File: config.mk
export PLATFORM = sky130hd
export DESIGN_NAME = psu_recon
export DESIGN_NICKNAME = d
export VERILOG_FILES = /design/src/rtl/psu_pkg.sv /design/src/rtl/psu_recon.sv
export SDC_FILE = /design/constraint.sdc
export NUM_CORES = 1
export LEC_CHECK = 0
export ABC_AREA = 1
export BUFFER_PORTS_ARGS = -buffer_cell sky130_fd_sc_hd__clkbuf_2
export CAP_MARGIN = 30
export CORE_ASPECT_RATIO = 0.5
export CORE_MARGIN = 10
export CORE_UTILIZATION = 55
export DETAILED_ROUTE_END_ITERATION = 6
export PLACE_DENSITY = 0.75
export RECOVER_POWER = 50
export SETUP_SLACK_MARGIN = 0.02
export SLEW_MARGIN = 20
export SYNTH_ARGS = -nofsm -noshare
export SYNTH_HDL_FRONTEND = slang
export SYNTH_SLANG_ARGS = --single-unit
File: constraint.sdc
create_clock -name clk_i -period 13.3 [get_ports clk_i]
set_clock_uncertainty 0.2 [all_clocks]
set_input_delay 0.665 -clock clk_i [delete_from_list [all_inputs] [get_ports clk_i]]
set_output_delay 0.665 -clock clk_i [all_outputs]
set_load 0.005 [all_outputs]
File: src/rtl/psu_pkg.sv
// Shared types and constants for the PNG scanline unfilter.
`timescale 1ns / 1ps
`default_nettype none

package psu_pkg;

  localparam int unsigned MAX_ROW_PIXELS_DEF = 4096;
  localparam int unsigned ROW_PIXELS_W       = 13;
  localparam int unsigned CFG_IDX_W          = 1;
  localparam int unsigned CFG_DATA_W         = ROW_PIXELS_W;

  localparam logic                    HAS_ALPHA_RST  = 1'b1;
  localparam logic [ROW_PIXELS_W-1:0] ROW_PIXELS_RST = ROW_PIXELS_W'(4096);

  // Configuration register indexes.
  typedef enum logic [CFG_IDX_W-1:0] {
    REG_HAS_ALPHA  = 1'b0,
    REG_ROW_PIXELS = 1'b1
  } psu_reg_e;

  // Filter types as they appear in the stream.
  typedef enum logic [2:0] {
    FILT_NONE  = 3'd0,
    FILT_SUB   = 3'd1,
    FILT_UP    = 3'd2,
    FILT_AVG   = 3'd3,
    FILT_PAETH = 3'd4
  } psu_filt_e;

  // What an accepted byte turns into once it has been classified.
  typedef enum logic [1:0] {
    KIND_FILTER = 2'd0,
    KIND_DATA   = 2'd1,
    KIND_ERROR  = 2'd2
  } psu_kind_e;

  typedef struct packed {
    logic [7:0] stream_byte;
    logic       image_start;
  } psu_in_t;

  typedef struct packed {
    logic [7:0] pixel_byte;
    logic       row_end;
    logic       status;
  } psu_out_t;

  // Classified item handed from the sequencer to the reconstruction stage.
  typedef struct packed {
    psu_kind_e  kind;
    psu_filt_e  filter;
    logic [1:0] ch;
    logic       row_end;
    logic       first_row;
    logic [7:0] stream_byte;
  } psu_item_t;

endpackage

`default_nettype wire

File: src/rtl/psu_recon.sv
// Reconstruction stage: item register, filter arithmetic and result register.
`timescale 1ns / 1ps
`default_nettype none

module psu_recon #(
  parameter int unsigned MAX_ROW_PIXELS = psu_pkg::MAX_ROW_PIXELS_DEF,
  localparam int unsigned COL_W = $clog2(MAX_ROW_PIXELS * 4)
) (
  input  wire logic                     clk_i,
  input  wire logic                     rst_ni,
  input  wire logic                     item_valid_i,
  input  wire psu_pkg::psu_item_t       item_i,
  input  wire logic      [COL_W-1:0]    col_i,
  output logic                          ready_o,
  input  wire logic      [7:0]          up_i,
  output logic                          wr_en_o,
  output logic           [COL_W-1:0]    wr_addr_o,
  output logic           [7:0]          wr_data_o,
  output logic                          out_valid_o,
  input  wire logic                     out_ready_i,
  output psu_pkg::psu_out_t             out_data_o
);

  import psu_pkg::*;

  logic             s1_valid_q, s1_valid_d;
  psu_item_t        s1_item_q;
  logic [COL_W-1:0] s1_col_q;
  logic             s1_fire;
  logic             load;

  logic [7:0] left_q [4];
  logic [7:0] ul_q   [4];

  logic             out_valid_q, out_valid_d;
  psu_out_t         out_q, out_d;

  logic [7:0]        left, ul, up, pred, value;
  logic [8:0]        avg_sum;
  logic signed [9:0] pa_s, pb_s, pc_s;
  logic [9:0]        pa, pb, pc;

  assign s1_fire = s1_valid_q &&
                   ((s1_item_q.kind == KIND_FILTER) || !out_valid_q || out_ready_i);
  assign ready_o = !s1_valid_q || s1_fire;
  assign load    = item_valid_i && ready_o;

  always_comb begin
    s1_valid_d = s1_valid_q;
    if (load) begin
      s1_valid_d = 1'b1;
    end else if (s1_fire) begin
      s1_valid_d = 1'b0;
    end
  end

  always_ff @(posedge clk_i or negedge rst_ni) begin
    if (!rst_ni) begin
      s1_valid_q <= 1'b0;
    end else begin
      s1_valid_q <= s1_valid_d;
    end
  end

  always_ff @(posedge clk_i) begin
    if (load) begin
      s1_item_q <= item_i;
      s1_col_q  <= col_i;
    end
  end

  assign left = left_q[s1_item_q.ch];
  assign ul   = ul_q[s1_item_q.ch];
  assign up   = s1_item_q.first_row ? 8'd0 : up_i;

  // Paeth distances: |up-ul|, |left-ul| and |left+up-2*ul|.
  always_comb begin
    pa_s    = 10'(signed'({2'b00, up})) - 10'(signed'({2'b00, ul}));
    pb_s    = 10'(signed'({2'b00, left})) - 10'(signed'({2'b00, ul}));
    pc_s    = pa_s + pb_s;
    pa      = pa_s[9] ? 10'(-pa_s) : 10'(pa_s);
    pb      = pb_s[9] ? 10'(-pb_s) : 10'(pb_s);
    pc      = pc_s[9] ? 10'(-pc_s) : 10'(pc_s);
    avg_sum = 9'(left) + 9'(up);
    unique case (s1_item_q.filter)
      FILT_SUB:   pred = left;
      FILT_UP:    pred = up;
      FILT_AVG:   pred = avg_sum[8:1];
      FILT_PAETH: begin
        priority if ((pa <= pb) && (pa <= pc)) begin
          pred = left;
        end else if (pb <= pc) begin
          pred = up;
        end else begin
          pred = ul;
        end
      end
      default:    pred = 8'd0;
    endcase
    value = s1_item_q.stream_byte + pred;
  end

  // A filter byte opens a new row and clears the neighbours of the first pixel.
  always_ff @(posedge clk_i or negedge rst_ni) begin
    if (!rst_ni) begin
      for (int i = 0; i < 4; i++) begin
        left_q[i] <= 8'd0;
        ul_q[i]   <= 8'd0;
      end
    end else if (s1_fire) begin
      if (s1_item_q.kind == KIND_FILTER) begin
        for (int i = 0; i < 4; i++) begin
          left_q[i] <= 8'd0;
          ul_q[i]   <= 8'd0;
        end
      end else if (s1_item_q.kind == KIND_DATA) begin
        left_q[s1_item_q.ch] <= value;
        ul_q[s1_item_q.ch]   <= up;
      end
    end
  end

  assign wr_en_o   = s1_fire && (s1_item_q.kind == KIND_DATA);
  assign wr_addr_o = s1_col_q;
  assign wr_data_o = value;

  always_comb begin
    out_valid_d = out_valid_q && !out_ready_i;
    out_d       = out_q;
    if (s1_fire) begin
      unique case (s1_item_q.kind)
        KIND_DATA: begin
          out_valid_d      = 1'b1;
          out_d.pixel_byte = value;
          out_d.row_end    = s1_item_q.row_end;
          out_d.status     = 1'b0;
        end
        KIND_ERROR: begin
          out_valid_d      = 1'b1;
          out_d.pixel_byte = 8'd0;
          out_d.row_end    = 1'b0;
          out_d.status     = 1'b1;
        end
        default: ;
      endcase
    end
  end

  always_ff @(posedge clk_i or negedge rst_ni) begin
    if (!rst_ni) begin
      out_valid_q <= 1'b0;
    end else begin
      out_valid_q <= out_valid_d;
    end
  end

  always_ff @(posedge clk_i) begin
    out_q <= out_d;
  end

  assign out_valid_o = out_valid_q;
  assign out_data_o  = out_q;

  a_error_result_clean: assert property (@(posedge clk_i) disable iff (!rst_ni)
    (out_valid_q && out_q.status) |-> ((out_q.pixel_byte == 8'd0) && !out_q.row_end))
    else $error("error result carries pixel data or a row end");

  a_no_overwrite: assert property (@(posedge clk_i) disable iff (!rst_ni)
    (out_valid_q && !out_ready_i) |-> !wr_en_o)
    else $error("data item retired while the result register was full");

endmodule

`default_nettype wire

==> flow_summary.ini <==
[logic_synthesis]
synth_compound_gate_area_share = 0.159
synthAdderAreaFrac = 0.132
synthMuxAreaShare = 0
ys_top_cells_by_area = dfrtp_1, edfxtp_1, ha_1
yosys.area.top_type = dfrtp_1
synth_cell_types = 48
synthFlopType = dfrtp_1
yosys_warnings = 0
synth.most_common_cell = nand2_1
synth_top_area_frac = 0.213
synth_xor_xnor_area_share = 0.0271
synth_edf_count = 41
yosys.area_share.simple = 0.215
ys_ff_latch = 107
synthTopCellsByCount = nand2_1, inv_1, o21ai_0
syn-cell-area_um2 = 7760
yosysSeqAreaShare = 0.372
async_flop_share = 0.617
syn_avg_cell_area_um2 = 7.84
synth_cells = 989
synth_top_family_by_area = simple AND/OR/NAND/NOR gates

[global_route]
groute.usage.overall = 0.217
grt_overflow = 0
grt_max_degree = 67
grt_pass1_wl_um = 35000
grt_antenna_before_repair = 0
grt_pass1_vias = 6861

[clock_network]
postCtsHoldBufs = 0
max-clock-path-buffers = 2
cts.sinks = 107
cts_resized = 0
postCtsSetupRepairBufs = 0
cts_root_buf = clkbuf_16
worstSkewPairLatency_ns = 0.35
path_clk_slew_ns = 0.08
cts_tree = done
h-tree-depth = 3
numCtsBuffers = 9

[floorplanning]
die-area_um2 = 19500
die_w_um = 188
ioPinCount = 78
row_count = 30
die_y_um = 104
start_util = 0.568
core_area_um2 = 13700

[timing]
relSlewSlack = -1.33
hold_violations = 0
fmax_ghz = 0.111
timing.final.crit_share = 0.679
period_minus_slack_ns = 9.03
slew_viol_final = 67
holdWs_ns = 0.281
setup_viol = 0
tightest_slew_ns = 3.50
rsz0062_at_grt = no
fin_tns_setup_ns = 0

[setup_path]
crit_path_max_fanout = 15
slowest_delay_ns = 0.90
cp.required_ns = 12.44
path_class = flip-flop to primary output
r2r_setup_slack_ns = 5.14
slowest_stage = a221oi_1
cp.arrival_ns = 8.17
cpMostUsedCell = nand2_1
worst_setup_path_start_kind = flip-flop
end_kind = primary output

[placed_design]
place.gp.congestion = 0.892
dp_hpwl_um = 16300
place_area_um2 = 8350
port_buffers = 77

[drt]
drt-pass1-iter-count = 5
drtIter0Drc = 773
wl_per_cell_um = 16.9
wl_um = 21400
drc = 0
drt.antenna.violating_nets = 0
route.vias.total = 7050
routed_via_density = 5.57

[final_layout]
fin_nets = 1190
drive_above_1_share = 0.109
antennaDiodeCount = 0
syn_to_final_growth_pct = 11.4
design_area_um2 = 8640
utilization = 0.633

[power]
finalPower_mw = 2.49
p_leak_nw = 4.31
peakVddDrop_mv = 0.187
p_per_area_nw_per_um2 = 288

[outcome]
violations = max-capacitance violations, max-slew violations
status = complete, but fails checks

[run]
cap_violations = 1

[worst_hold_path]
hp-class = input port to flip-flop
==> layer usage <==
metal	routed length, µm	vias up	track usage
li1	-	3454	-
met1	9600	3276	0.283
met2	9580	292	0.349
met3	1830	28	0.0552
met4	347	0	0.0573
met5	0	-	0
==> final cells by class <==
class / instances / area, µm²
repair buffers: 80 / 393
flip-flops and latches: 107 / 2880
well taps: 192 / 240
fillers: 1247 / 5020
multi-input cells: 692 / 4160
clock buffers: 10 / 229
clock inverters: 6 / 70.1
inverters: 178 / 668
==> metrics by stage <==
| step | setup slack (ns) | cells |
|---|---|---|
| floorplan | 6.13 | 991 |
| global placement | 4.96 | 1248 |
| detailed placement | 4.72 | 1248 |
| CTS | 4.37 | 1264 |
| global route | 3.34 | 1265 |
| finish | 4.27 | 1265 |
==> cell usage in the layout (no fill, tap or decap), drive strengths merged, types with 4 or more instances in the layout <==
| cell | instances |
|---|---|
| clkinv | 6 |
| o211ai | 6 |
| a22oi | 10 |
| or2 | 5 |
| inv | 178 |
| edfxtp | 41 |
| a21oi | 51 |
| o21ai | 90 |
| dfrtp | 66 |
| nand3 | 63 |
| nand4 | 20 |
| nor2 | 61 |
| nor3 | 9 |
| conb | 4 |
| o22ai | 24 |
| nand3b | 6 |
| nand2 | 213 |
| xor2 | 21 |
| o221ai | 6 |
| ha | 74 |
| clkbuf | 88 |
| fa | 5 |
==> critical path: cells and delay by family (launching register included) <==
family,cells,cell delay (ns)
xor+xnor,1,0.31
compound gates,12,2.56
buf+inv,5,0.49
fa+ha+maj,4,1.44
flops,1,0.44
simple gates,15,2.55
==> flip-flops by register name (all words and copies together), names as in the netlist <==
name         count
left_q          32
ul_q            32
s1_item_q       17
wr_addr_o       14
out_data_o      10
out_valid_o      1
s1_valid_q       1
==> logic make-up (layout without fill, tap and decap cells) <==
kind of cell / count (synthesis) / after routing
compound gates: 207 / 207
xor+xnor: 24 / 24
fa+ha+maj: 79 / 79
buf+inv: 192 / 274
flops: 107 / 107
other cells: 2 / 4
simple gates: 378 / 378
==> worst paths after layout <==
kind                          startpoint             to  cells after the start
max in group asynchronous         rst_ni        ul_q[9]                      2
setup / recovery           s1_item_q[11]   wr_data_o[6]                     37
hold / removal                 item_i[2]   s1_item_q[2]                      1
setup reg to reg           s1_item_q[11]  out_data_o[8]                     36
min in group asynchronous         rst_ni    out_valid_o                      2
hold reg to reg               left_q[15]     left_q[15]                      2
==> report_power, final <==
group / internal (mW) / leakage (nW) / switching, mW / total [mW]
Sequential: 0.399 / 1.28 / 0.0192 / 0.418
Combinational: 0.625 / 2.88 / 1.18 / 1.81
Clock: 0.134 / 0.145 / 0.132 / 0.265
Total: 1.16 / 4.31 / 1.34 / 2.49
No activity file was read; power rests on OpenSTA's default activity.
