### config.mk
export PLATFORM = sky130hd
export DESIGN_NAME = psu_ctrl
export DESIGN_NICKNAME = d
export VERILOG_FILES = /design/src/rtl/psu_pkg.sv /design/src/rtl/psu_ctrl.sv
export SDC_FILE = /design/constraint.sdc
export NUM_CORES = 1
export LEC_CHECK = 0
export ABC_CLOCK_PERIOD_IN_PS = 11700
export BUFFER_PORTS_ARGS = -buffer_cell sky130_fd_sc_hd__clkbuf_2
export CORE_ASPECT_RATIO = 0.7
export CORE_MARGIN = 8
export CORE_UTILIZATION = 34
export CTS_BUF_LIST = sky130_fd_sc_hd__clkbuf_8
export DETAILED_ROUTE_END_ITERATION = 6
export PLACE_DENSITY = 0.52
export SLEW_MARGIN = 10
export SYNTH_ARGS = -nofsm -noshare
export SYNTH_HDL_FRONTEND = slang
export SYNTH_SLANG_ARGS = --single-unit
### constraint.sdc
create_clock -name clk_i -period 11.7 [get_ports clk_i]
set_clock_uncertainty 0.2 [all_clocks]
set_input_delay 0.585 -clock clk_i [delete_from_list [all_inputs] [get_ports clk_i]]
set_output_delay 0.585 -clock clk_i [all_outputs]
set_load 0.02 [all_outputs]
### src/rtl/psu_pkg.sv
// Shared types and constants for the PNG scanline unfilter.
`timescale 1ns / 1ps
`default_nettype none

package psu_pkg;

  localparam int unsigned MAX_ROW_PIXELS_DEF = 4096;
  localparam int unsigned ROW_PIXELS_W       = 13;
  localparam int unsigned CFG_IDX_W          = 1;
  localparam int unsigned CFG_DATA_W         = ROW_PIXELS_W;

  localparam logic                    HAS_ALPHA_RST  = 1'b1;
  localparam logic [ROW_PIXELS_W-1:0] ROW_PIXELS_RST = ROW_PIXELS_W'(4096);

  // Configuration register indexes.
  typedef enum logic [CFG_IDX_W-1:0] {
    REG_HAS_ALPHA  = 1'b0,
    REG_ROW_PIXELS = 1'b1
  } psu_reg_e;

  // Filter types as they appear in the stream.
  typedef enum logic [2:0] {
    FILT_NONE  = 3'd0,
    FILT_SUB   = 3'd1,
    FILT_UP    = 3'd2,
    FILT_AVG   = 3'd3,
    FILT_PAETH = 3'd4
  } psu_filt_e;

  // What an accepted byte turns into once it has been classified.
  typedef enum logic [1:0] {
    KIND_FILTER = 2'd0,
    KIND_DATA   = 2'd1,
    KIND_ERROR  = 2'd2
  } psu_kind_e;

  typedef struct packed {
    logic [7:0] stream_byte;
    logic       image_start;
  } psu_in_t;

  typedef struct packed {
    logic [7:0] pixel_byte;
    logic       row_end;
    logic       status;
  } psu_out_t;

  // Classified item handed from the sequencer to the reconstruction stage.
  typedef struct packed {
    psu_kind_e  kind;
    psu_filt_e  filter;
    logic [1:0] ch;
    logic       row_end;
    logic       first_row;
    logic [7:0] stream_byte;
  } psu_item_t;

endpackage

`default_nettype wire

### src/rtl/psu_ctrl.sv
// Row sequencer: configuration registers, filter byte handling and column tracking.
`timescale 1ns / 1ps
`default_nettype none

module psu_ctrl #(
  parameter int unsigned MAX_ROW_PIXELS = psu_pkg::MAX_ROW_PIXELS_DEF,
  localparam int unsigned COL_W = $clog2(MAX_ROW_PIXELS * 4)
) (
  input  wire logic                                clk_i,
  input  wire logic                                rst_ni,
  input  wire logic                                cfg_valid_i,
  output logic                                     cfg_ready_o,
  input  wire logic [psu_pkg::CFG_IDX_W-1:0]       cfg_index_i,
  input  wire logic [psu_pkg::CFG_DATA_W-1:0]      cfg_data_i,
  input  wire logic                                in_valid_i,
  input  wire logic                                in_ready_i,
  input  wire psu_pkg::psu_in_t                    in_data_i,
  output logic                                     item_valid_o,
  output psu_pkg::psu_item_t                       item_o,
  output logic      [COL_W-1:0]                    col_o,
  output logic                                     rd_en_o
);

  import psu_pkg::*;

  localparam int unsigned PIX_W = $clog2(MAX_ROW_PIXELS + 1);
  localparam int unsigned LEN_W = $clog2(MAX_ROW_PIXELS * 4 + 1);

  logic                    has_alpha_q;
  logic [ROW_PIXELS_W-1:0] row_pixels_q;
  logic                    halted_q, halted_d;
  logic                    expect_q, expect_d;
  logic                    first_q, first_d;
  psu_filt_e               filter_q, filter_d;
  logic [COL_W-1:0]        column_q, column_d;
  logic [1:0]              mod3_q, mod3_d;

  logic             accept;
  logic             drop;
  logic             halted_eff, expect_eff, first_eff;
  psu_kind_e        kind;
  logic [PIX_W-1:0] pixels;
  logic [LEN_W-1:0] row_len;
  logic             is_end;

  assign cfg_ready_o = 1'b1;

  always_ff @(posedge clk_i or negedge rst_ni) begin
    if (!rst_ni) begin
      has_alpha_q  <= HAS_ALPHA_RST;
      row_pixels_q <= ROW_PIXELS_RST;
    end else if (cfg_valid_i) begin
      unique case (psu_reg_e'(cfg_index_i))
        REG_HAS_ALPHA:  has_alpha_q  <= cfg_data_i[0];
        REG_ROW_PIXELS: row_pixels_q <= cfg_data_i[ROW_PIXELS_W-1:0];
        default: ;
      endcase
    end
  end

  // Width clamped to 1..MAX_ROW_PIXELS; row length is 3 or 4 bytes a pixel.
  always_comb begin
    if (row_pixels_q == '0) begin
      pixels = PIX_W'(1);
    end else if (32'(row_pixels_q) > 32'(MAX_ROW_PIXELS)) begin
      pixels = PIX_W'(MAX_ROW_PIXELS);
    end else begin
      pixels = PIX_W'(row_pixels_q);
    end
    if (has_alpha_q) begin
      row_len = LEN_W'(pixels) << 2;
    end else begin
      row_len = LEN_W'(pixels) + (LEN_W'(pixels) << 1);
    end
  end

  assign is_end = (LEN_W'(column_q) + LEN_W'(1)) >= row_len;
  assign accept = in_valid_i && in_ready_i;

  always_comb begin
    halted_eff = halted_q && !in_data_i.image_start;
    expect_eff = expect_q || in_data_i.image_start;
    first_eff  = first_q || in_data_i.image_start;
    drop       = 1'b0;
    kind       = KIND_DATA;
    priority if (halted_eff) begin
      drop = 1'b1;
    end else if (expect_eff) begin
      if (in_data_i.stream_byte > 8'(FILT_PAETH)) begin
        kind = KIND_ERROR;
      end else begin
        kind = KIND_FILTER;
      end
    end else begin
      kind = KIND_DATA;
    end

    halted_d = halted_q;
    expect_d = expect_q;
    first_d  = first_q;
    filter_d = filter_q;
    column_d = column_q;
    mod3_d   = mod3_q;
    if (accept) begin
      halted_d = halted_eff;
      expect_d = expect_eff;
      first_d  = first_eff;
      if (!drop) begin
        unique case (kind)
          KIND_ERROR: begin
            halted_d = 1'b1;
          end
          KIND_FILTER: begin
            filter_d = psu_filt_e'(in_data_i.stream_byte[2:0]);
            expect_d = 1'b0;
            column_d = '0;
            mod3_d   = 2'd0;
          end
          KIND_DATA: begin
            if (is_end) begin
              expect_d = 1'b1;
              first_d  = 1'b0;
              column_d = '0;
              mod3_d   = 2'd0;
            end else begin
              column_d = column_q + COL_W'(1);
              mod3_d   = (mod3_q == 2'd2) ? 2'd0 : mod3_q + 2'd1;
            end
          end
          default: ;
        endcase
      end
    end
  end

  always_ff @(posedge clk_i or negedge rst_ni) begin
    if (!rst_ni) begin
      halted_q <= 1'b0;
      expect_q <= 1'b1;
      first_q  <= 1'b1;
      filter_q <= FILT_NONE;
      column_q <= '0;
      mod3_q   <= 2'd0;
    end else begin
      halted_q <= halted_d;
      expect_q <= expect_d;
      first_q  <= first_d;
      filter_q <= filter_d;
      column_q <= column_d;
      mod3_q   <= mod3_d;
    end
  end

  always_comb begin
    item_o.kind        = kind;
    item_o.filter      = filter_q;
    item_o.ch          = has_alpha_q ? column_q[1:0] : mod3_q;
    item_o.row_end     = is_end;
    item_o.first_row   = first_eff;
    item_o.stream_byte = in_data_i.stream_byte;
  end

  assign item_valid_o = in_valid_i && !drop;
  assign col_o        = column_q;
  assign rd_en_o      = accept && !drop && (kind == KIND_DATA);

  a_rgb_channel: assert property (@(posedge clk_i) disable iff (!rst_ni)
    (rd_en_o && !has_alpha_q) |-> (item_o.ch != 2'd3))
    else $error("channel index out of range for three bytes per pixel");

  a_halt_after_error: assert property (@(posedge clk_i) disable iff (!rst_ni)
    (accept && !drop && (kind == KIND_ERROR)) |=> halted_q)
    else $error("unknown filter type did not halt the image");

  a_mod3_range: assert property (@(posedge clk_i) disable iff (!rst_ni)
    accept |=> (mod3_q != 2'd3))
    else $error("modulo-three column counter left its range");

endmodule

`default_nettype wire

==> out/results.tsv, run 1 <==
stage	metric	value	unit
outcome	run status	finished, final reports clean	
finish	commonest non-fill, non-tap cells in the layout	60 x sky130_fd_sc_hd__clkbuf_2, 32 x sky130_fd_sc_hd__dfrtp_1, 26 x sky130_fd_sc_hd__nand2_1, 25 x sky130_fd_sc_hd__nor2_1, 24 x sky130_fd_sc_hd__a21oi_1	
setup_path	Crit Path Class	reg -> out	
global_routing	wire length of the first global-routing pass	14040	um
setup_path	cell count of the worst reg-to-reg path	18	
timing	number of hold violations in the final report	0	
yosys	count of yosys warnings during synthesis	0	
timing	fin. max-slew vios	0	
clock_network	post-cts repair resize count	0	
timing	worst relative slew slack	23.37	%
floorplanning	initial cell density of the core	34.48	%
place	total half-perimeter wirelength after legalization and detailed placement	6172	um
floorplanning	number of primary I/O pins	62	
setup_path	crit-path max FO	27	
place	port buffer count	60	
global_routing	number of antenna violations at the first check in global routing	0	
yosys	Seq cells post-synth	36	
finish	most frequent standard cell in the layout excluding fill and tap cells	sky130_fd_sc_hd__clkbuf_2	
clock_network	number of buffers on the longest clock path	2	
floorplanning	Core Rows	30	
yosys	Mapped Nets	434	
timing	slew of the pin with the lowest slew margin	1.149	ns
yosys	Seq/Total Area, Yosys	27.56	%
finish	relative area change from synthesis to final layout	10.62	%
clock_network	post-CTS setup buffer count	0	
yosys	Synth Flop Type	sky130_fd_sc_hd__dfrtp_1	
floorplanning	height of the die	98.27	um
finish	storage element area	905.9	sq um
setup_path	capturing element type of the critical path	output pin	
clock_network	Clock Sink Count	36	
yosys	number of enable flip-flop cells after synthesis	0	
timing	final worst-path cycle share	55.87	%
power_and_ir_drop	total power consumption of the routed design	440.6	uW
global_routing	maximum number of pins on one net before global-route repair	37	
route	Routed WL per cell	15.36	um
finish	# nets final	464	
floorplanning	area of the core	9534	sq um
clock_network	clock edge transition at the registers on the reported setup and hold paths	0.08	ns
setup_path	critical path data required time	10.92	ns
clock_network	CTS tree	built	
finish	antenna diode instance count	0	
yosys	post-synthesis area per instance	8.560	sq um
power_and_ir_drop	leakage power total	1.661	nW
setup_path	type of element launching the critical path	flop	
floorplanning	die width	133.5	um
timing	setup repair after global routing missed its margin	no	
setup_path	Crit. Startpoint	row_pixels_q[6]	
finish	share of cells above drive strength 1	25.06	%
timing	count of final setup violators	0	
job	max-cap viol count	0	
setup_path	worst reg2reg setup slack	5.89	ns
finish	fill cell count	988	
clock_network	insertion delay to the later sink of the worst-skew pair	0.30	ns
setup_path	Critical Path End	item_o[9]	
timing	Final TNS setup	0	ns
floorplanning	area of the die	13120	sq um
route	number of optimization iterations in the first detailed-route pass	4	
route	Post-route DRC	0	
yosys	Synth async-reset ratio	100.0	%
clock_network	clock root buffer master	sky130_fd_sc_hd__clkbuf_8	
place	gp weighted congestion	0.8094	
route	via-per-instance ratio	5.401	
global_routing	total overflow reported by the global router	0	
global_routing	number of global-route vias before repair	2803	
clock_network	Inserted Clock Buffers	5	
yosys	cell area after technology mapping	3287	sq um
route	DRC violation total after the first TritonRoute iteration	234	
route	post-detailed-route count of antenna-violating nets	0	
clock_network	Hold-fix buffers, CTS	0	
setup_path	arrival time at the worst endpoint	5.75	ns
finish	area of the multi-input gates	2136	sq um
route	final wirelength	8342	um
route	total number of vias	2933	
setup_path	startpoint of the lowest-slack register-to-register path	row_pixels_q[6]	
min_path	Hold/Removal Path Class	in -> async	
timing	upper clock frequency limit	153.0	MHz
global_routing	global router's overall resource usage	12.86	%
yosys	number of distinct library cells after synthesis	64	
power_and_ir_drop	maximum vdd ir drop	56.24	uV
yosys	cells after synthesis	384	
timing	minimum clock period	6.537	ns
clock_network	Clock H-tree levels	2	
setup_path	reg-to-reg critical path endpoint	mod3_q[0]	
power_and_ir_drop	power density over the cells	121.2	nW/um^2
[how the worst min path moves through the flow]
stage / endpoint / startpoint / slack (ns)
6_report: col_o[12] / rst_ni / 0.23
3_3_place_gp: mod3_q[0] / mod3_q[1] / 0.29
5_1_grt: col_o[12] / rst_ni / 0.31
3_5_place_dp: filter_q[1] / filter_q[1] / 0.30
4_1_cts: col_o[12] / rst_ni / 0.26
2_1_floorplan: col_o[0] / rst_ni / 0.09
[cell usage after synthesis (2+ instances only)]
| library cell | number | area share (%) |
|---|---|---|
| sky130_fd_sc_hd__dfrtp_1 | 32 | 24 |
| sky130_fd_sc_hd__nor4b_1 | 2 | 0.53 |
| sky130_fd_sc_hd__or4_4 | 3 | 1.0 |
| sky130_fd_sc_hd__o21ai_0 | 16 | 2.4 |
| sky130_fd_sc_hd__nand3b_1 | 9 | 2.1 |
| sky130_fd_sc_hd__inv_1 | 10 | 1.1 |
| sky130_fd_sc_hd__nor4_1 | 3 | 0.57 |
| sky130_fd_sc_hd__nor2b_1 | 11 | 2.1 |
| sky130_fd_sc_hd__and3_1 | 6 | 1.1 |
| sky130_fd_sc_hd__mux2i_1 | 3 | 0.91 |
| sky130_fd_sc_hd__buf_2 | 5 | 0.76 |
| sky130_fd_sc_hd__o21a_1 | 4 | 0.91 |
| sky130_fd_sc_hd__o211ai_1 | 2 | 0.46 |
| sky130_fd_sc_hd__xor2_1 | 12 | 3.2 |
| sky130_fd_sc_hd__a211o_1 | 2 | 0.53 |
| sky130_fd_sc_hd__clkbuf_1 | 15 | 1.7 |
| sky130_fd_sc_hd__dfstp_2 | 4 | 3.2 |
| sky130_fd_sc_hd__buf_1 | 3 | 0.34 |
| sky130_fd_sc_hd__a31oi_1 | 21 | 4.0 |
| sky130_fd_sc_hd__o221ai_1 | 2 | 0.53 |
| sky130_fd_sc_hd__nand2_1 | 26 | 3.0 |
| sky130_fd_sc_hd__buf_4 | 13 | 3.0 |
| sky130_fd_sc_hd__a32o_1 | 4 | 1.2 |
| sky130_fd_sc_hd__a21o_1 | 3 | 0.69 |
| sky130_fd_sc_hd__or2_2 | 2 | 0.38 |
| sky130_fd_sc_hd__nand2b_1 | 7 | 1.3 |
| sky130_fd_sc_hd__nor2_1 | 25 | 2.9 |
| sky130_fd_sc_hd__ha_1 | 22 | 8.4 |
| sky130_fd_sc_hd__buf_6 | 2 | 0.69 |
| sky130_fd_sc_hd__o32ai_1 | 2 | 0.53 |
| sky130_fd_sc_hd__a22o_1 | 2 | 0.53 |
| sky130_fd_sc_hd__nor3_1 | 10 | 1.5 |
| sky130_fd_sc_hd__nand3_1 | 11 | 1.7 |
| sky130_fd_sc_hd__a211oi_1 | 3 | 0.69 |
| sky130_fd_sc_hd__or3_1 | 4 | 0.76 |
| sky130_fd_sc_hd__o22ai_1 | 3 | 0.57 |
| sky130_fd_sc_hd__a21oi_1 | 24 | 3.7 |
| sky130_fd_sc_hd__xnor2_1 | 12 | 3.2 |
| sky130_fd_sc_hd__mux2_2 | 19 | 6.5 |
[stage by stage]
stage / hold slack (ns) / cells / utilization, % / cell area (sq um) / setup WS (ns)
after floorplan: 0.08941 / 384 / - / 3287 / 6.628
after global placement: 0.2893 / 535 / 37.24 / 3551 / 5.626
after detailed placement: 0.3018 / 535 / 37.24 / 3551 / 5.523
after CTS: 0.2634 / 543 / 38.14 / 3636 / 5.184
after global routing: 0.3084 / 543 / 38.14 / 3636 / 4.676
final: 0.2258 / 543 / 38.14 / 3636 / 5.163
[cell families after synthesis]
logic type	after synthesis	share of synthesized area [%]
AO/OA/AOI/OAI	106	22.27
AND/OR/NAND/NOR	124	20.14
flip-flops	36	27.56
XOR/XNOR	24	6.395
buffers and inverters	49	7.727
multiplexers	22	7.423
other	1	0.1141
adder cells (fa/ha/maj)	22	8.374
[flip-flops by register name, summed over array words and instances (netlist names)]
register and cells:
first_q 1, halted_q 1, row_pixels_q 13, mod3_q 2
col_o 14, expect_q 1, has_alpha_q 1, filter_q 3
[layer usage]
layer / GRT usage (%) / up-vias / share of wire, %
met1: 18.45 / 1391 / 50
met4: 4.299 / 0 / 1.5
met2: 18.72 / 65 / 44
met5: 0 / - / 0
met3: 2.410 / 12 / 4.0
li1: - / 1465 / -
[critical path, cell delays in order, from the launching register on]
cell                       delay [ns]
sky130_fd_sc_hd__dfrtp_1         0.63
sky130_fd_sc_hd__or4_4           0.61
sky130_fd_sc_hd__nor3_1          0.21
sky130_fd_sc_hd__nor2_1          0.08
sky130_fd_sc_hd__nor2_1          0.14
sky130_fd_sc_hd__ha_1            0.32
sky130_fd_sc_hd__ha_1            0.32
sky130_fd_sc_hd__o21ai_0         0.10
sky130_fd_sc_hd__a22o_1          0.28
sky130_fd_sc_hd__o311ai_1        0.45
sky130_fd_sc_hd__a41o_2          0.30
sky130_fd_sc_hd__nand3_1         0.07
sky130_fd_sc_hd__o311ai_0        0.14
sky130_fd_sc_hd__ha_1            0.32
sky130_fd_sc_hd__nand4_1         0.12
sky130_fd_sc_hd__o221ai_1        0.15
sky130_fd_sc_hd__a21oi_2         0.84
sky130_fd_sc_hd__inv_1           0.14
sky130_fd_sc_hd__clkbuf_2        0.21
[area by class of cell]
class / count / share of cell area [%]
Multi-Input combinational cell: 299 / 58.74
Sequential cell: 36 / 24.91
Clock buffer: 5 / 1.893
Clock inverter: 3 / 0.4473
Tap cell: 128 / 4.405
Timing Repair Buffer: 61 / 8.465
Inverter: 11 / 1.136
[where the power goes]
| part | internal, mW | switching [mW] | total, mW |
|---|---|---|---|
| Clock | 0.0408 | 0.0485 | 0.0894 |
| Sequential | 0.138 | 0.0386 | 0.177 |
| Combinational | 0.0789 | 0.0954 | 0.174 |
| Total | 0.258 | 0.183 | 0.441 |
(Power assumes the default switching activity.)
==> inputs of run 2 (changes only) <==
--- a/config.mk
+++ b/config.mk
@@ -5,14 +5,14 @@
 export SDC_FILE = /design/constraint.sdc
 export NUM_CORES = 1
 export LEC_CHECK = 0
-export ABC_CLOCK_PERIOD_IN_PS = 11700
+export ABC_CLOCK_PERIOD_IN_PS = 5800
 export BUFFER_PORTS_ARGS = -buffer_cell sky130_fd_sc_hd__clkbuf_2
 export CORE_ASPECT_RATIO = 0.7
 export CORE_MARGIN = 8
 export CORE_UTILIZATION = 34
 export CTS_BUF_LIST = sky130_fd_sc_hd__clkbuf_8
 export DETAILED_ROUTE_END_ITERATION = 6
-export PLACE_DENSITY = 0.52
+export PLACE_DENSITY = 0.54
 export SLEW_MARGIN = 10
 export SYNTH_ARGS = -nofsm -noshare
 export SYNTH_HDL_FRONTEND = slang
==> constraint.sdc (replaced) <==
create_clock -name clk_i -period 5.8 [get_ports clk_i]
set_clock_uncertainty 0.2 [all_clocks]
set_input_delay 0.29 -clock clk_i [delete_from_list [all_inputs] [get_ports clk_i]]
set_output_delay 0.29 -clock clk_i [all_outputs]
set_load 0.02 [all_outputs]
==> run 2 against run 1 <==
Power is 110% higher. Die area stayed put. Register-to-register slack worse by 5.4 ns. Sequential share of layout area is 0.66 points lower. Sequential cell count stayed put. Cell area is 2.7% higher. Wire length is 0.13% lower. Critical endpoint unchanged. Largest power group is now combinational cells.
==> out/results.tsv, run 2 (synthesis gave the netlist of run 1 again) <==
stage	metric	value	unit	change
power_and_ir_drop	power dissipated by switching net loads	373.6	uW	+100%
setup_path	Crit. Startpoint	row_pixels_q[3]		
finish	relative area change from synthesis to final layout	13.63	%	
timing	minimum clock period	5.355	ns	
finish	# nets final	474		+2.2%
setup_path	worst reg2reg setup slack	0.49	ns	-5.40 ns
floorplanning	number of primary I/O pins	62		unchanged
global_routing	maximum number of pins on one net before global-route repair	37		unchanged
finish	most frequent standard cell in the layout excluding fill and tap cells	sky130_fd_sc_hd__clkbuf_2		
clock_network	clock root buffer master	sky130_fd_sc_hd__clkbuf_8		
power_and_ir_drop	maximum vdd ir drop	114.4	uV	+100%
finish	Largest register FFs	14		unchanged
finish	antenna diode instance count	0		unchanged
setup_path	arrival time at the worst endpoint	4.87	ns	-0.88 ns
power_and_ir_drop	proportion of power drawn by combinational gates	43.4	%	+3.8 points
setup_path	startpoint of the lowest-slack register-to-register path	row_pixels_q[3]		
setup_path	Crit Path Class	reg -> out		
floorplanning	area of the die	13120	sq um	unchanged
setup_path	crit-path max FO	13		-52%
route	post-detailed-route count of antenna-violating nets	0		unchanged
route	DRC violation total after the first TritonRoute iteration	260		+11%
timing	slew of the pin with the lowest slew margin	0.9685	ns	-0.1809 ns
place	port buffer count	60		unchanged
power_and_ir_drop	portion of total power attributed to the clock network	20.4	%	about the same
clock_network	CTS tree	built		
power_and_ir_drop	leakage power total	1.710	nW	+3.0%
setup_path	most frequent cell on the critical path	sky130_fd_sc_hd__ha_1		
clock_network	number of buffers on the longest clock path	2		unchanged
setup_path	cell with the largest stage delay on the worst path	sky130_fd_sc_hd__or4_4		
setup_path	cell count of the worst reg-to-reg path	20		+2
timing	fin. max-slew vios	0		unchanged
setup_path	type of element launching the critical path	flop		
clock_network	insertion delay to the later sink of the worst-skew pair	0.30	ns	about the same
route	Post-route DRC	0		unchanged
global_routing	number of antenna violations at the first check in global routing	0		unchanged
power_and_ir_drop	design internal power	533.3	uW	+110%
setup_path	crit-path max cell delay	0.61	ns	-0.23 ns
floorplanning	initial cell density of the core	34.48	%	unchanged
global_routing	global router's overall resource usage	12.57	%	-0.29 points
finish	share of cells above drive strength 1	27.06	%	+2.0 points
clock_network	Clock H-tree levels	2		unchanged
route	final wirelength	8331	um	-0.13%
timing	upper clock frequency limit	186.7	MHz	
global_routing	wire length of the first global-routing pass	13850	um	-1.4%
setup_path	Critical Path End	item_o[9]		
setup_path	critical-path cell list	or4_4 -> nor3_1 -> nor2_1 -> nor2_1 -> ha_1 -> ha_1 -> o21ai_0 -> a22o_1 -> o311ai_2 -> a41o_2 -> xnor2_1 -> mux2i_1 -> ha_1 -> nand4_1 -> nor4_2 -> a21oi_4 -> inv_1 -> clkbuf_2		
setup_path	reg-to-reg critical path endpoint	col_o[6]		
outcome	run status	finished, final reports clean		
clock_network	Inserted Clock Buffers	5		unchanged
timing	final worst-path cycle share	92.33	%	
power_and_ir_drop	switching part of the total power	41.20	%	-0.25 points
min_path	source of the worst hold timing path	cfg_data_i[1]		
global_routing	total overflow reported by the global router	0		unchanged
timing	Final TNS setup	0	ns	unchanged
clock_network	Clock Sink Count	36		unchanged
timing	count of final setup violators	0		unchanged
finish	commonest non-fill, non-tap cells in the layout	60 x sky130_fd_sc_hd__clkbuf_2, 32 x sky130_fd_sc_hd__dfrtp_1, 26 x sky130_fd_sc_hd__nand2_1, 25 x sky130_fd_sc_hd__nor2_1, 24 x sky130_fd_sc_hd__a21oi_1		
power_and_ir_drop	power density over the cells	242.8	nW/um^2	+100%
setup_path	capturing element type of the critical path	output pin		
timing	worst relative slew slack	35.43	%	+12 points
timing	setup repair after global routing missed its margin	no		
setup_path	critical path data required time	5.31	ns	-5.61 ns
timing	number of hold violations in the final report	0		unchanged
route	Routed WL per cell	15.07	um	-1.9%
min_path	Hold/Removal Path Class	in -> reg		
floorplanning	die width	133.5	um	unchanged
global_routing	number of global-route vias before repair	2744		-2.1%
power_and_ir_drop	total power consumption of the routed design	906.9	uW	+110%
route	total number of vias	2958		+0.85%
floorplanning	area of the core	9534	sq um	unchanged
power_and_ir_drop	Sequential Power Share	36.2	%	-3.9 points
route	number of optimization iterations in the first detailed-route pass	4		unchanged
floorplanning	height of the die	98.27	um	unchanged
floorplanning	Core Rows	30		unchanged
place	total half-perimeter wirelength after legalization and detailed placement	6157	um	-0.25%
clock_network	clock edge transition at the registers on the reported setup and hold paths	0.07	ns	about the same
place	gp weighted congestion	0.8008		-1.1%
route	via-per-instance ratio	5.349		-0.97%
job	max-cap viol count	0		unchanged
-- run 2: repair_timing --
| item | 4_1_cts | 5_1_grt |
|---|---|---|
| hold buffers | 1 | 0 |
| endpoints found under the setup margin | 0 | 9 |
| hold endpoints to repair | 32 | 0 |
| gates resized for setup | 0 | 3 |
| setup buffers | 0 | 1 |
-- run 2: how the worst min path moves through the flow --
stage | end | slack [ns] | depth (start not counted)
2_1_floorplan | col_o[0] | -0.21 | 0
3_3_place_gp | mod3_q[0] | 0.28 | 1
3_5_place_dp | mod3_q[0] | 0.29 | 1
4_1_cts | row_pixels_q[10] | 0.02 | 2
5_1_grt | row_pixels_q[4] | 0.03 | 2
6_report | row_pixels_q[1] | 0.03 | 2
-- run 2: area by class of cell --
cell class              instances  area [sq um]
fillers                       963          5799
multi-input cells             299          2157
flip-flops and latches         36         905.9
repair buffers                 71         385.4
well taps                     128         160.2
clock buffers                   5         68.82
inverters                      11         41.29
clock inverters                 3         16.27
-- run 2: worst max-delay path, delay by kind of cell (launching register included) --
kind | cells | cell delay, ns
AND/OR/NAND/NOR | 6 | 1.60
flip-flops | 1 | 0.52
adder cells (fa/ha/maj) | 3 | 0.91
XOR/XNOR | 1 | 0.12
AO/OA/AOI/OAI | 5 | 1.10
buffers and inverters | 2 | 0.25
multiplexers | 1 | 0.08
-- run 2: per-stage QoR --
stage / util, % / setup slack (ns) / hold WS (ns) / instance area, sq um / instances
2_1_floorplan: - / 1.023 / -0.2056 / 3287 / 384
3_3_place_gp: 37.87 / 0.5302 / 0.2803 / 3611 / 543
3_5_place_dp: 37.87 / 0.4271 / 0.2892 / 3611 / 543
4_1_cts: 38.87 / 0.1451 / 0.02047 / 3706 / 552
5_1_grt: 39.17 / 0.08798 / 0.02552 / 3735 / 553
6_report: 39.17 / 0.4449 / 0.02868 / 3735 / 553
-- run 2: power groups by stage --
stage	clock network [mW]	registers, mW	logic (mW)
after floorplan	0	0.309	0.317
after global routing	0.202	0.335	0.441
final	0.185	0.328	0.394
after CTS	0.190	0.328	0.388
after detailed placement	0	0.333	0.384
after global placement	0	0.333	0.383
-- run 2: routing by layer --
metal / part of all wire, % / track usage (%) / vias to the layer above / wire, um
li1: - / - / 1482 / -
met1: 51 / 18.40 / 1406 / 4235
met3: 4.4 / 2.359 / 7 / 363
met4: 0.89 / 3.095 / 0 / 74
met5: 0 / 0 / - / 0
met2: 44 / 18.30 / 63 / 3658
==> inputs of run 3 (changes only) <==
--- a/config.mk
+++ b/config.mk
@@ -5,14 +5,14 @@
 export SDC_FILE = /design/constraint.sdc
 export NUM_CORES = 1
 export LEC_CHECK = 0
-export ABC_CLOCK_PERIOD_IN_PS = 5800
+export ABC_CLOCK_PERIOD_IN_PS = 4430
 export BUFFER_PORTS_ARGS = -buffer_cell sky130_fd_sc_hd__clkbuf_2
 export CORE_ASPECT_RATIO = 0.7
-export CORE_MARGIN = 8
-export CORE_UTILIZATION = 34
+export CORE_MARGIN = 3
+export CORE_UTILIZATION = 53
 export CTS_BUF_LIST = sky130_fd_sc_hd__clkbuf_8
 export DETAILED_ROUTE_END_ITERATION = 6
-export PLACE_DENSITY = 0.54
+export PLACE_DENSITY = 0.79
 export SLEW_MARGIN = 10
 export SYNTH_ARGS = -nofsm -noshare
 export SYNTH_HDL_FRONTEND = slang
==> constraint.sdc (replaced) <==
create_clock -name clk_i -period 4.43 [get_ports clk_i]
set_clock_uncertainty 0.2 [all_clocks]
set_input_delay 0.2215 -clock clk_i [delete_from_list [all_inputs] [get_ports clk_i]]
set_output_delay 0.2215 -clock clk_i [all_outputs]
set_load 0.02 [all_outputs]
==> run 3 against run 2 <==
The run now ends with setup timing left. Wire length rose by 17%. Cell area rose by 16%. Clock power rose by 30%. Power rose by 47%. Sequential power rose by 28%. Sequential share of layout area fell by 3.4 points. Worst hold slack got worse by 0.027 ns.
==> out/results.tsv, run 3 (synthesis gave the netlist of run 1 again) <==
stage	metric	value	unit	change
global_routing	wire length of the first global-routing pass	15070	um	+8.8%
power_and_ir_drop	power density over the cells	306.4	nW/um^2	+26%
setup_path	crit-path max FO	4		-9
finish	# nets final	523		+10%
setup_path	buffers plus inverters on the worst setup path	2		unchanged
clock_network	insertion delay to the later sink of the worst-skew pair	0.31	ns	about the same
min_path	Hold/Removal Path Class	in -> reg		
route	total number of vias	3393		+15%
place	port buffer count	60		unchanged
clock_network	clock edge transition at the registers on the reported setup and hold paths	0.09	ns	+0.02 ns
finish	commonest non-fill, non-tap cells in the layout	59 x sky130_fd_sc_hd__clkbuf_2, 36 x sky130_fd_sc_hd__buf_4, 32 x sky130_fd_sc_hd__dfrtp_1, 25 x sky130_fd_sc_hd__nand2_1, 23 x sky130_fd_sc_hd__nor2_1		
setup_path	cell with the largest stage delay on the worst path	sky130_fd_sc_hd__or4_4		
finish	antenna diode instance count	0		unchanged
setup_path	critical-path cell list	or4_4 -> nor3_4 -> nor2_2 -> nor2_2 -> ha_4 -> o22ai_2 -> a211oi_2 -> nand2_2 -> a221oi_4 -> nor4b_4 -> a311oi_1 -> ha_1 -> a21oi_2 -> o21a_1 -> o221ai_2 -> a21oi_2 -> inv_1 -> clkbuf_8		
setup_path	Crit Path Class	reg -> out		
clock_network	clock root buffer master	sky130_fd_sc_hd__clkbuf_8		
floorplanning	number of primary I/O pins	62		unchanged
global_routing	met3 capacity usage during global routing	4.035	%	+1.7 points
finish	Largest register FFs	14		unchanged
route	post-detailed-route count of antenna-violating nets	0		unchanged
finish	Finished Core Util	74.06	%	+35 points
outcome	run status	finished with violations		
power_and_ir_drop	switching part of the total power	41.78	%	+0.58 points
power_and_ir_drop	portion of total power attributed to the clock network	18.0	%	-2.4 points
route	number of optimization iterations in the first detailed-route pass	5		+1
global_routing	number of global-route vias before repair	3104		+13%
timing	number of hold violations in the final report	0		unchanged
timing	minimum clock period	4.709	ns	
clock_network	number of buffers on the longest clock path	2		unchanged
setup_path	critical path data required time	4.01	ns	-1.30 ns
setup_path	type of element launching the critical path	flop		
power_and_ir_drop	proportion of power drawn by combinational gates	50.6	%	+7.2 points
power_and_ir_drop	total power consumption of the routed design	1.332	mW	+47%
clock_network	Inserted Clock Buffers	5		unchanged
clock_network	Clock Sink Count	36		unchanged
global_routing	routing usage on met1	35.80	%	+17 points
power_and_ir_drop	Sequential Power Share	31.4	%	-4.8 points
clock_network	Clock H-tree levels	2		unchanged
place	placement-stage cell area	3650	sq um	+1.1%
route	via-per-instance ratio	6.180		+16%
route	final wirelength	9727	um	+17%
floorplanning	area of the die	7198	sq um	-45%
power_and_ir_drop	design internal power	775.7	uW	+45%
place	gp weighted congestion	0.8675		+8.3%
global_routing	total overflow reported by the global router	0		unchanged
timing	fin. max-slew vios	0		unchanged
finish	share of cells above drive strength 1	36.29	%	+9.2 points
floorplanning	Core Rows	23		-23%
timing	worst relative slew slack	37.88	%	+2.5 points
floorplanning	height of the die	71.89	um	-27%
route	Routed WL per cell	17.72	um	+18%
job	max-cap viol count	0		unchanged
power_and_ir_drop	leakage power total	2.018	nW	+18%
global_routing	number of antenna violations at the first check in global routing	0		unchanged
floorplanning	area of the core	5871	sq um	-38%
setup_path	crit-path max cell delay	0.56	ns	-0.05 ns
setup_path	dominant delay contributor by cell family on the critical path	compound AO/OA/AOI/OAI gates		
setup_path	arrival time at the worst endpoint	4.29	ns	-0.58 ns
power_and_ir_drop	maximum vdd ir drop	245.9	uV	+110%
global_routing	met2 capacity usage during global routing	42.58	%	+24 points
power_and_ir_drop	power dissipated by switching net loads	556.6	uW	+49%
global_routing	maximum number of pins on one net before global-route repair	37		unchanged
setup_path	capturing element type of the critical path	output pin		
route	Post-route DRC	0		unchanged
timing	count of final setup violators	18		+18
timing	slew of the pin with the lowest slew margin	0.9318	ns	-0.03677 ns
outcome	failing checks	setup timing		
route	DRC violation total after the first TritonRoute iteration	268		+3.1%
timing	post-route setup slack	-0.2794	ns	-0.7243 ns
clock_network	CTS tree	built		
global_routing	global router's overall resource usage	25.79	%	+13 points
floorplanning	die width	100.1	um	-25%
place	worst setup timing slack at the placement stage	-0.1700	ns	-0.5972 ns
timing	final worst-path cycle share	106.3	%	
timing	upper clock frequency limit	212.3	MHz	
place	total half-perimeter wirelength after legalization and detailed placement	5927	um	-3.7%
timing	setup repair after global routing missed its margin	yes		
global_routing	most used routing layer	met2		
finish	final instance area	4348	sq um	+16%
floorplanning	initial cell density of the core	55.99	%	+22 points
finish	most frequent standard cell in the layout excluding fill and tap cells	sky130_fd_sc_hd__clkbuf_2		
finish	relative area change from synthesis to final layout	32.28	%	
run 3: cell count changes in the layout (fill, tap and decap cells not counted), moves of 3 or more:
cell,delta
sky130_fd_sc_hd__ha_1,-3
sky130_fd_sc_hd__a31oi_1,-6
sky130_fd_sc_hd__a31oi_4,+4
sky130_fd_sc_hd__o21ai_0,-4
sky130_fd_sc_hd__buf_6,+3
sky130_fd_sc_hd__buf_4,+26
sky130_fd_sc_hd__dlygate4sd3_1,+17
sky130_fd_sc_hd__ha_4,+3
sky130_fd_sc_hd__a21oi_2,+3
run 3: worst reg2reg max path: stages (launching register included):
cell and delay (ns):
sky130_fd_sc_hd__dfrtp_1 0.38, sky130_fd_sc_hd__or4_4 0.56, sky130_fd_sc_hd__nor3_4 0.21, sky130_fd_sc_hd__nor2_2 0.07, sky130_fd_sc_hd__nor2_2 0.16, sky130_fd_sc_hd__ha_4 0.20
sky130_fd_sc_hd__o22ai_2 0.09, sky130_fd_sc_hd__a211oi_2 0.32, sky130_fd_sc_hd__nand2_2 0.12, sky130_fd_sc_hd__a221oi_4 0.31, sky130_fd_sc_hd__nor4b_4 0.25, sky130_fd_sc_hd__a311oi_1 0.09
sky130_fd_sc_hd__ha_1 0.40, sky130_fd_sc_hd__nand2_1 0.11, sky130_fd_sc_hd__o21a_1 0.21, sky130_fd_sc_hd__o221ai_2 0.19, sky130_fd_sc_hd__a21oi_2 0.07, sky130_fd_sc_hd__buf_6 0.16
sky130_fd_sc_hd__buf_8 0.15, sky130_fd_sc_hd__a31oi_1 0.16, sky130_fd_sc_hd__a31oi_1 0.06
run 3: path summary, 6_finish.rpt:
| check | from | to | slack (ns) | cells after the start |
|---|---|---|---|---|
| worst max register to register | row_pixels_q[1] | col_o[13] | -0.17 | 20 |
| worst min-delay path | in_valid_i | first_q | 0.001 | 3 |
| max in group asynchronous | rst_ni | row_pixels_q[4] | 3.05 | 2 |
| worst min register to register | mod3_q[1] | mod3_q[1] | 0.32 | 1 |
| worst max-delay path | row_pixels_q[1] | item_o[9] | -0.28 | 18 |
| min in group asynchronous | rst_ni | col_o[11] | 0.38 | 2 |
run 3: layout make-up:
cell class / count / area, sq um
multi-input cells: 299 / 2374
fillers: 418 / 1523
flip-flops and latches: 36 / 905.9
repair buffers: 120 / 848.3
well taps: 75 / 93.84
clock buffers: 5 / 68.82
inverters: 11 / 41.29
clock inverters: 3 / 16.27
run 3: metrics by stage:
| step | TNS (ns) | cells | hold WS (ns) |
|---|---|---|---|
| finish | -2.562 | 549 | 0.001419 |
| global route | -6.050 | 549 | 0.02633 |
| global placement | 0 | 497 | 0.1904 |
| floorplan | 0 | 384 | -0.2741 |
| detailed placement | -1.248 | 497 | 0.1957 |
| CTS | -0.1260 | 544 | 0.004726 |
run 3: metal layers:
metal | routed length [um] | up-vias
li1 | - | 1582
met1 | 4126 | 1634
met2 | 4747 | 153
met3 | 656 | 24
met4 | 196 | 0
met5 | 0 | -
run 3: what timing repair did:
action	CTS	global route
pin swaps	13	11
resized for setup	13	29
gates cloned	2	1
hold endpoints to repair	50	0
buffers inserted	19	3
hold buffers	18	0
setup endpoints to repair	18	19
run 3: power groups by stage:
| stage | sequential, mW | clock, mW | combinational, mW |
|---|---|---|---|
| floorplan | 0.404 | 0 | 0.429 |
| global placement | 0.416 | 0 | 0.530 |
| detailed placement | 0.418 | 0 | 0.548 |
| CTS | 0.413 | 0.242 | 0.614 |
| global route | 0.424 | 0.258 | 0.731 |
| finish | 0.419 | 0.240 | 0.674 |
